===== src/hdl/assert_macros.svh =====
// Assertion macros used by the top-level RTL file.
// Uses the clk and rst_n names of the including module.
`ifndef ASSERT_MACROS_SVH
`define ASSERT_MACROS_SVH

// Same-cycle implication, held off during reset.
`define ASSERT_IMPL(label, ante, cons) \
    label: assert property (@(posedge clk) disable iff (!rst_n) (ante) |-> (cons)) \
        else $error("assertion failed");

// Next-cycle implication, held off during reset.
`define ASSERT_NEXT(label, ante, cons) \
    label: assert property (@(posedge clk) disable iff (!rst_n) (ante) |=> (cons)) \
        else $error("assertion failed");

`endif


===== src/hdl/gcdb_dly.sv =====
// Enable-gated delay line for side data that rides along a pipeline.
// No dependencies.
module gcdb_dly #(
    parameter int W = 8,
    parameter int N = 4
) (
    input  logic         clk,
    input  logic         en,
    input  logic [W-1:0] d,
    output logic [W-1:0] q
);
    logic [W-1:0] sh_reg [N];

    always_ff @(posedge clk)
    begin
        if (en)
        begin
            sh_reg[0] <= d;
            for (int i = 1; i < N; i++)
            begin
                sh_reg[i] <= sh_reg[i-1];
            end
        end
    end

    assign q = sh_reg[N-1];
endmodule


===== config.mk =====
export PLATFORM = sky130hd
export DESIGN_NAME = gcdb_dly
export DESIGN_NICKNAME = d
export VERILOG_FILES = /design/src/hdl/assert_macros.svh /design/src/hdl/gcdb_dly.sv
export SDC_FILE = /design/constraint.sdc
export NUM_CORES = 1
export LEC_CHECK = 0
export ABC_AREA = 1
export BUFFER_PORTS_ARGS = -buffer_cell sky130_fd_sc_hd__buf_2
export CAP_MARGIN = 15
export CORE_MARGIN = 10
export CORE_UTILIZATION = 51
export DETAILED_ROUTE_END_ITERATION = 8
export PLACE_DENSITY = 0.8
export SYNTH_ARGS = -nofsm -noshare
export SYNTH_HDL_FRONTEND = slang
export SYNTH_SLANG_ARGS = --single-unit

===== constraint.sdc =====
create_clock -name clk -period 0.84 [get_ports clk]
set_clock_uncertainty 0.05 [all_clocks]
set_input_delay 0.084 -clock clk [delete_from_list [all_inputs] [get_ports clk]]
set_output_delay 0.084 -clock clk [all_outputs]
set_load 0.01 [all_outputs]

==> flow_summary.json <==
{
  "status": "finished with violations",
  "violations": "setup timing",
  "ioPinCount": 18,
  "drc": 0,
  "vias": 404,
  "synth_fp_nets": 42,
  "synth_top_area_cell": "edfxtp_1",
  "swShare": 0.1769,
  "slew_headroom": 0.8907,
  "synth_area_leaders": "edfxtp_1 100%",
  "min_period_ns": 0.9621,
  "worst_slack_ns": -0.1221,
  "num_antenna_cells": 0,
  "layout-area-overhead-vs-synth_pct": 30.47,
  "max_stage_delay_ns": 0.37,
  "setup_viol": 8,
  "path_delay_family": "flip-flops",
  "p_per_area_nw_per_um2": 2485,
  "firstDrtPassIters": 2,
  "worstHoldStart": "en",
  "pwr-share-seq": 0.611,
  "start_kind": "register",
  "worst_ep_arrival_time_ns": 0.83,
  "htreeDepth": 2,
  "layout-drive-gt1-share": 0.3788,
  "clock_power_share": 0.351,
  "worstPathCellList": "buf_2",
  "grt_pass1_wl_mm": 1.994,
  "ant_nets": 0,
  "cts_resized": 0,
  "yosysTopAreaCellShare": 1.000,
  "synthArstFlopShare": 0,
  "cts.path.max_buffers": 2,
  "end_kind": "primary output",
  "yosysMostFrequentCell": "edfxtp_1",
  "clock.fmax_mhz": 1039,
  "synth_cell_types": 1,
  "grt_usage": 0.06630,
  "critPathBufInv": 1,
  "hold_slack_ns": 0.1602,
  "wl_mm": 1.231,
  "fin_nets": 75,
  "synth-seq-area-share": 1.000,
  "multi_input_area_sq_um": 0,
  "ys.flop_type": "edfxtp_1",
  "tns_ns": -0.8782,
  "slew_violations": 0,
  "ys_warn_count": 0,
  "crit_start": "sh_reg[3][1]",
  "multi_input_gates": 0,
  "drtIter0Drc": 8,
  "core_area_sq_um": 1764,
  "ir_drop_mv": 1.819,
  "path_class": "register to primary output",
  "synth_commonest_cells": "32 x edfxtp_1",
  "cts_tree": "done",
  "cts_root_buf": "clkbuf_4",
  "drv_cap": 0,
  "syn_avg_cell_area_sq_um": 30.03,
  "die_w_microns": 63.41,
  "vias_per_cell": 4.440,
  "min_period_over_period": 1.145,
  "netlist_area_sq_um": 960.9,
  "p_sw_mw": 0.5511,
  "combPwrFrac": 0.038,
  "clock_latency_ns": 0.31,
  "hp-class": "primary input to register",
  "wire_per_inst_microns": 13.53,
  "cp_max_fo": 1,
  "die_area_sq_um": 4020,
  "clock_sinks": 32,
  "hold_viol_final": 0,
  "largest_reg_flops": 32,
  "start_util": 0.5447,
  "p_int_mw": 2.564,
  "grt_pass1_vias": 468,
  "ys_seq_elements": 32,
  "synth-edff-count": 32,
  "cts_buffers": 5,
  "dieHeight_microns": 63.41,
  "tightest_slew_ns": 0.1639,
  "grt_setup_unrepaired": "true",
  "rows": 15,
  "antenna_found_initial": 0,
  "crit_required_ns": 0.71,
  "reg2reg_from": "sh_reg[1][2]",
  "port_buffers": 17,
  "leakage_nw": 0.4651,
  "grt_max_degree": 33,
  "grt_overflow": 0,
  "cts.clk_slew.worst_paths_ns": 0.10,
  "gp_congestion": 0.5842,
  "syn_inst": 32,
  "slowest_stage": "edfxtp_1"
}
[metrics by stage]
| stage | cell area (sq um) | util | power (mW) | setup slack, ns | std cells |
|---|---|---|---|---|---|
| finish | 1254 | 0.7106 | 3.115 | -0.1221 | 91 |
| global route | 1254 | 0.7106 | 3.235 | -0.1790 | 91 |
| CTS | 1254 | 0.7106 | 3.142 | -0.1468 | 91 |
| detailed placement | 1097 | 0.6220 | 2.033 | 0.08806 | 75 |
| global placement | 1097 | 0.6220 | 2.018 | 0.1055 | 75 |
| floorplan | 960.9 | - | 1.946 | 0.2012 | 32 |
[cell type report]
type	instances	area [sq um]
well taps	25	31.28
clock buffers	6	41.29
clock inverters	2	35.03
repair buffers	26	185.2
fillers	132	510.5
flip-flops and latches	32	960.9
[cells by family (layout without fill, tap and decap cells)]
group / after synthesis / in the layout / synth area share
buffers and inverters: 0 / 34 / 0
flip-flops: 32 / 32 / 1.000
[power by group through the flow]
stage | combinational, mW | clock (mW) | sequential [mW]
after floorplan | 0 | 0 | 1.95
final | 0.119 | 1.09 | 1.90
after CTS | 0.120 | 1.12 | 1.90
after global routing | 0.132 | 1.19 | 1.91
after global placement | 0.0883 | 0 | 1.93
after detailed placement | 0.0924 | 0 | 1.94
[final timing paths]
kind | to | slack, ns | cells past startpoint
worst max-delay path | q[1] | -0.12 | 1
worst min-delay path | sh_reg[0][6] | 0.16 | 2
worst max register to register | sh_reg[2][2] | 0.14 | 0
worst min register to register | sh_reg[3][5] | 0.37 | 0
[what timing repair did]
item	in CTS	in global routing
hold buffers	8	0
setup endpoints to repair	8	8
setup buffers	0	0
endpoints found under the hold margin	8	0
[metal layers]
metal	global-route usage	part of all wire	wire, microns
met2	0.1005	0.45	554
met1	0.05484	0.40	497
met5	0	0	0
met3	0.05654	0.13	164
met4	0.04918	0.011	14
[cells in the final DEF, fill, tap and decap left out]
| master | Yosys | layout |
|---|---|---|
| clkinv_2 | 0 | 1 |
| buf_12 | 0 | 1 |
| dlygate4sd3_1 | 0 | 8 |
| edfxtp_1 | 32 | 32 |
| bufinv_16 | 0 | 1 |
| buf_2 | 0 | 17 |
| clkbuf_4 | 0 | 5 |
| clkbuf_1 | 0 | 1 |
No activity file was read; power rests on OpenSTA's default activity.
