## src/hdl/assert_macros.svh

```systemverilog
// Assertion macros used by the top-level RTL file.
// Uses the clk and rst_n names of the including module.
`ifndef ASSERT_MACROS_SVH
`define ASSERT_MACROS_SVH

// Same-cycle implication, held off during reset.
`define ASSERT_IMPL(label, ante, cons) \
    label: assert property (@(posedge clk) disable iff (!rst_n) (ante) |-> (cons)) \
        else $error("assertion failed");

// Next-cycle implication, held off during reset.
`define ASSERT_NEXT(label, ante, cons) \
    label: assert property (@(posedge clk) disable iff (!rst_n) (ante) |=> (cons)) \
        else $error("assertion failed");

`endif

```

## src/hdl/gcdb_pkg.sv

```systemverilog
// Package for the great-circle distance/bearing block: constants, types, helpers.
// No dependencies.
package gcdb_pkg;

    typedef enum logic [1:0] {
        REG_HOME_LAT = 2'd0,
        REG_HOME_LON = 2'd1,
        REG_HOME_SET = 2'd2
    } cfg_reg_t;

    localparam int CW = 34;           // rotation CORDIC datapath width
    localparam int VW = 36;           // vectoring CORDIC datapath width
    localparam int QW = 34;           // Q30 product width
    localparam int SQRT_STAGES = 31;  // one root bit per stage
    localparam int SQW = 62;          // sqrt datapath width

    localparam logic [63:0] DEG_TO_RADQ = 64'd4024455254;
    localparam logic signed [CW-1:0] CORDIC_X0 = 34'sd652032874;
    localparam logic [30:0] Q30_ONE = 31'd1073741824;
    localparam logic signed [VW-1:0] HALF_PI_Q30 = 36'sd1686629713;
    localparam logic [29:0] RADIUS_CM = 30'd637100000;
    localparam logic [30:0] RAD_TO_CDEG = 31'd1501974481;
    localparam logic signed [30:0] LAT_LIMIT = 31'sd900000000;
    localparam logic signed [33:0] LON_TURN = 34'sd3600000000;
    localparam logic signed [33:0] LON_HALF = 34'sd1800000000;
    localparam logic [30:0] DIST_MAX = 31'd2001508680;
    localparam logic signed [16:0] CDEG_TURN = 17'sd36000;

    localparam logic signed [35:0] ATAN_LOW [10] = '{
        36'sd843314857, 36'sd497837829, 36'sd263043837, 36'sd133525159,
        36'sd67021687, 36'sd33543516, 36'sd16775851, 36'sd8388437,
        36'sd4194283, 36'sd2097149
    };

    function automatic logic signed [35:0] atan_q30(input int i);
        logic signed [35:0] v;
        if (i < 10)
        begin
            v = ATAN_LOW[i];
        end
        else if (i <= 30)
        begin
            v = 36'sd1 <<< (30 - i);
        end
        else
        begin
            v = '0;
        end
        return v;
    endfunction

    function automatic logic signed [30:0] clamp_lat(input logic signed [30:0] v);
        logic signed [30:0] r;
        if (v > LAT_LIMIT)
        begin
            r = LAT_LIMIT;
        end
        else if (v < -LAT_LIMIT)
        begin
            r = -LAT_LIMIT;
        end
        else
        begin
            r = v;
        end
        return r;
    endfunction

    // degree units to Q30 radians; half selects the half-angle scale
    function automatic logic signed [31:0] to_q30(input logic signed [31:0] u,
                                                  input logic half);
        logic [31:0] m;
        logic [63:0] p;
        logic [63:0] r;
        m = u[31] ? 32'(-u) : 32'(u);
        p = 64'(m) * DEG_TO_RADQ;
        r = half ? ((p + 64'd2147483648) >> 32) : ((p + 64'd1073741824) >> 31);
        return u[31] ? -$signed(r[31:0]) : $signed(r[31:0]);
    endfunction

endpackage

```

## src/hdl/gcdb_sqrt.sv

```systemverilog
// Pipelined floor square root, one result bit per stage.
// Depends on gcdb_pkg.
module gcdb_sqrt (
    input  logic        clk,
    input  logic        en,
    input  logic [60:0] n_in,
    output logic [30:0] root
);
    localparam int NS  = gcdb_pkg::SQRT_STAGES;
    localparam int SQW = gcdb_pkg::SQW;

    logic [SQW-1:0] n_tap [NS+1];
    logic [SQW-1:0] r_tap [NS+1];
    logic [SQW-1:0] n_reg [NS];
    logic [SQW-1:0] r_reg [NS];

    assign n_tap[0] = SQW'(n_in);
    assign r_tap[0] = '0;

    for (genvar k = 0; k < NS; k++)
    begin : g_stage
        localparam logic [SQW-1:0] BIT = SQW'(1) << (2 * (NS - 1 - k));
        logic [SQW-1:0] sum, n_next, r_next;

        always_comb
        begin
            sum = r_tap[k] + BIT;
            if (n_tap[k] >= sum)
            begin
                n_next = n_tap[k] - sum;
                r_next = (r_tap[k] >> 1) + BIT;
            end
            else
            begin
                n_next = n_tap[k];
                r_next = r_tap[k] >> 1;
            end
        end

        always_ff @(posedge clk)
        begin
            if (en)
            begin
                n_reg[k] <= n_next;
                r_reg[k] <= r_next;
            end
        end

        assign n_tap[k+1] = n_reg[k];
        assign r_tap[k+1] = r_reg[k];
    end

    assign root = r_tap[NS][30:0];
endmodule

```

## config.mk

```make
export PLATFORM = sky130hd
export DESIGN_NAME = gcdb_sqrt
export DESIGN_NICKNAME = d
export VERILOG_FILES = /design/src/hdl/assert_macros.svh /design/src/hdl/gcdb_pkg.sv /design/src/hdl/gcdb_sqrt.sv
export SDC_FILE = /design/constraint.sdc
export NUM_CORES = 2
export LEC_CHECK = 0
export BUFFER_PORTS_ARGS = -buffer_cell sky130_fd_sc_hd__buf_2
export CORE_MARGIN = 4
export CORE_UTILIZATION = 58
export CTS_CLUSTER_SIZE = 28
export DETAILED_ROUTE_END_ITERATION = 10
export GPL_TIMING_DRIVEN = 0
export PLACE_DENSITY = 0.77
export SKIP_CTS_REPAIR_TIMING = 1
export SLEW_MARGIN = 10
export SYNTH_ARGS = -nofsm -noshare
export SYNTH_HDL_FRONTEND = slang
export SYNTH_SLANG_ARGS = --single-unit
```

## constraint.sdc

```tcl
create_clock -name clk -period 3.2 [get_ports clk]
set_input_delay 0 -clock clk [delete_from_list [all_inputs] [get_ports clk]]
set_output_delay 0 -clock clk [all_outputs]
set_load 0.05 [all_outputs]
```

==> flow_summary.ini <==
[layout]
layout-drive-gt1-share_pct = 19.7
regArea_um2 = 70700
multiInputGateArea_um2 = 45700
area_growth_syn_to_layout_pct = 21.6
largest_register_ffs = 1860
fill_cells = 12156
postLayoutCoreUtil_pct = 71.2
nNetsFinal = 10401

[floorplanning]
core_region_area_um2 = 193000
total_die_area_um2 = 202000
fp.dieH_um = 450
die_w_um = 450
num_rows = 161
initial_core_util_pct = 58.5
top_level_ports = 94

[placed_design]
place_ws_ns = -2.62
io_buffer_count = 92
place_congestion = 0.944
post-dp-hpwl_um = 195000

[timing]
timing.max_slew.rel_slack_pct = 26.0
postLayoutSetupSlackWorst_ns = -0.793
hold_violations = 0
clock.fmax_ghz = 0.250
post-route-period-util_pct = 125
finalMaxSlewViolations = 0
grt_setup_unrepaired = yes
post-route-min-period_ns = 3.99
worst_slew_pin_tran_ns = 1.10
final_worst_clock_skew_ns = 0.0715
setup_viol = 612
holdWs_ns = 0.339

[grt]
grt_start_max_net_pins = 176
gr-usage-all-layers_pct = 25.8
first_global_vias = 71500
grt_pass1_wl_um = 410000
grt_overflow = 0
grt_antenna_before_repair = 13

[cts]
cts_root_buffer = sky130_fd_sc_hd__clkbuf_16
tritoncts.num_buffers = 234
cts_sinks = 2356
tritoncts = yes
clkLatencyLatePin_ns = 0.90
cts.clk_slew.worst_paths_ns = 0.07
ctsHtreeMaxLevel = 4
cts_max_path_buffers = 3

[synthesis]
postSynthRegisterBits = 2356
synth_top_area_share_pct = 62.6
synth.top_cells.by_count = sky130_fd_sc_hd__edfxtp_1 (2356), sky130_fd_sc_hd__inv_1 (657), sky130_fd_sc_hd__nand2_1 (626)
synth.yosys.warnings = 0
synth_compound_gate_area_share_pct = 9.43
synthXorXnorAreaFrac_pct = 6.37
yosysUniqueCellTypes = 98
synth_top_family_by_area = simple AND/OR/NAND/NOR gates
synth.top_cells.by_area = sky130_fd_sc_hd__edfxtp_1 (63%), sky130_fd_sc_hd__ha_1 (5.8%), sky130_fd_sc_hd__xnor2_1 (3.4%)
share_of_synthesized_cell_area_in_and_or_nand_and_nor_gates_pct = 12.3
post_synth.cell_area_avg_um2 = 12.5
async_reset_ff_share_pct = 0
synth.yosys.seq_area_share_pct = 62.6
synth_area_leader_cell = sky130_fd_sc_hd__edfxtp_1
post-synth-top-count-cell = sky130_fd_sc_hd__edfxtp_1
muxShareOfSynthArea_pct = 0.669
synth_instances = 9022
edff_count_synth = 2356
synth_fa_ha_area_share_pct = 5.79
synthesis.area_um2 = 113000
synth-main-ff-cell = sky130_fd_sc_hd__edfxtp_1

[critical_path]
worstPathArrival_ns = 4.59
worst-r2r-setup-slack_ns = -0.79
endpoint_kind = flip-flop
cp-start-kind = flip-flop
setup.worst_path.class = reg2reg
required_ns = 3.80
worstRegToRegCells = 10
reg2reg_from = n_reg[1][510]$_DFFE_PP_
critical_path.max_fanout = 7
worstReg2RegEnd = n_reg[1][605]$_DFFE_PP_

[job]
max_cap_violations = 0

[route]
drt-wirelength-per-cell_um = 23.6
vias_per_cell = 6.23
dr.pass1.iters = 6
detail-route-antenna-nets = 0
drc_errors = 0
dr_total_vias = 78155
first_iter_violations = 8050
wl_um = 296000

[min_path]
holdCritStartpoint = n_in[54]
min_delay_worst_endpoint = n_reg[0][54]$_DFFE_PP_
hold_path.class = in2reg
holdPathStages = 3

[run_status]
violations = setup timing
status = finished, violations left

[power]
netSwitchingFraction_pct = 30.9
clockPowerShare_pct = 30.7
peakVddDrop_uv = 571
power_density_nw_per_um2 = 698
p_leak_nw = 51.4
power.combinational.fraction_pct = 24.8
switching_power_summed_over_all_nets_mw = 29.6
internal_power_mw = 66.4
design_power_total_mw = 96.1
pwr-share-seq_pct = 44.5
power groups by stage:
stage,combinational [mW],clock [mW],sequential (mW)
floorplan,14.0,0,41.5
global placement,16.9,0,44.1
detailed placement,18.9,0,42.9
CTS,19.1,29.7,42.3
global route,25.7,31.3,43.0
finish,23.8,29.5,42.7
per-layer routing:
metal / global-route usage (%) / part of all wire [%]
met5: 0 / 0.014
met2: 42.7 / 49
met1: 35.6 / 40
met3: 4.04 / 7.3
met4: 7.22 / 3.2
logic make-up (layout without fill, tap and decap cells):
kind of cell	after synthesis	count (layout)
other	1	7
buffers and inverters	846	1836
adders and majority gates	523	523
muxes	68	68
xor gates and xnor gates	823	823
DFF	2356	2356
and+or+nand+nor	2668	2668
AOI/OAI and AO/OA	1737	1738
metrics by stage:
| stage | instances | TNS, ns | instance area (um^2) |
|---|---|---|---|
| 2_1_floorplan | 9023 | -3.56 | 113000 |
| 3_3_place_gp | 11641 | - | 117000 |
| 3_5_place_dp | 11658 | -1020.70 | 117000 |
| 4_1_cts | 12093 | -813.86 | 126000 |
| 5_1_grt | 12542 | -251.03 | 138000 |
| 6_report | 12545 | -145.61 | 138000 |
worst max-delay path by stage:
stage                                 start                      end  slack [ns]  cells after the start
finish              n_reg[1][510]$_DFFE_PP_  n_reg[1][605]$_DFFE_PP_       -0.79                     10
floorplan           n_reg[1][240]$_DFFE_PP_  n_reg[1][288]$_DFFE_PP_       -0.19                      8
detailed placement  r_reg[1][345]$_DFFE_PP_  n_reg[1][432]$_DFFE_PP_       -2.62                     13
global placement                         en  n_reg[1][857]$_DFFE_PP_      -33.47                      1
global route        n_reg[1][510]$_DFFE_PP_  n_reg[1][605]$_DFFE_PP_       -0.85                     10
CTS                 r_reg[1][345]$_DFFE_PP_  n_reg[1][432]$_DFFE_PP_       -2.62                     13
worst max-delay path, cell delays in order, from the launching register on:
cell and delay [ns]:
sky130_fd_sc_hd__edfxtp_1 0.45, sky130_fd_sc_hd__ha_4 0.31, sky130_fd_sc_hd__or4b_4 0.45, sky130_fd_sc_hd__or4b_4 0.59
sky130_fd_sc_hd__nor4_4 0.46, sky130_fd_sc_hd__or4_4 0.27, sky130_fd_sc_hd__a31oi_4 0.07, sky130_fd_sc_hd__a2111o_2 0.57
sky130_fd_sc_hd__buf_8 0.19, sky130_fd_sc_hd__o41ai_2 0.22, sky130_fd_sc_hd__o21ai_1 0.13
placed cells by master (no fill, tap or decap), types with 117 or more instances in the layout:
cell type	count
sky130_fd_sc_hd__ha_1	399
sky130_fd_sc_hd__nand2_1	544
sky130_fd_sc_hd__inv_1	641
sky130_fd_sc_hd__dlygate4sd3_1	123
sky130_fd_sc_hd__nand4_1	170
sky130_fd_sc_hd__xor2_1	379
sky130_fd_sc_hd__clkbuf_16	262
sky130_fd_sc_hd__a21oi_1	487
sky130_fd_sc_hd__a21o_1	183
sky130_fd_sc_hd__buf_4	288
sky130_fd_sc_hd__nor3_1	181
sky130_fd_sc_hd__edfxtp_1	2356
sky130_fd_sc_hd__nor2_1	486
sky130_fd_sc_hd__o21ai_0	365
sky130_fd_sc_hd__nor4_1	216
sky130_fd_sc_hd__xnor2_1	408
sky130_fd_sc_hd__nand3_1	117
layout make-up:
cell class	instances	area share (%)
sequential	2356	51.4
multi-input combinational	5822	33.2
clock buffer	259	4.34
timing repair buffer	616	4.32
tap	2526	2.30
inverter	659	1.82
clock inverter	176	1.69
buffer	126	0.875
antenna	5	0.00910
Power figures use the tool's default switching activity.
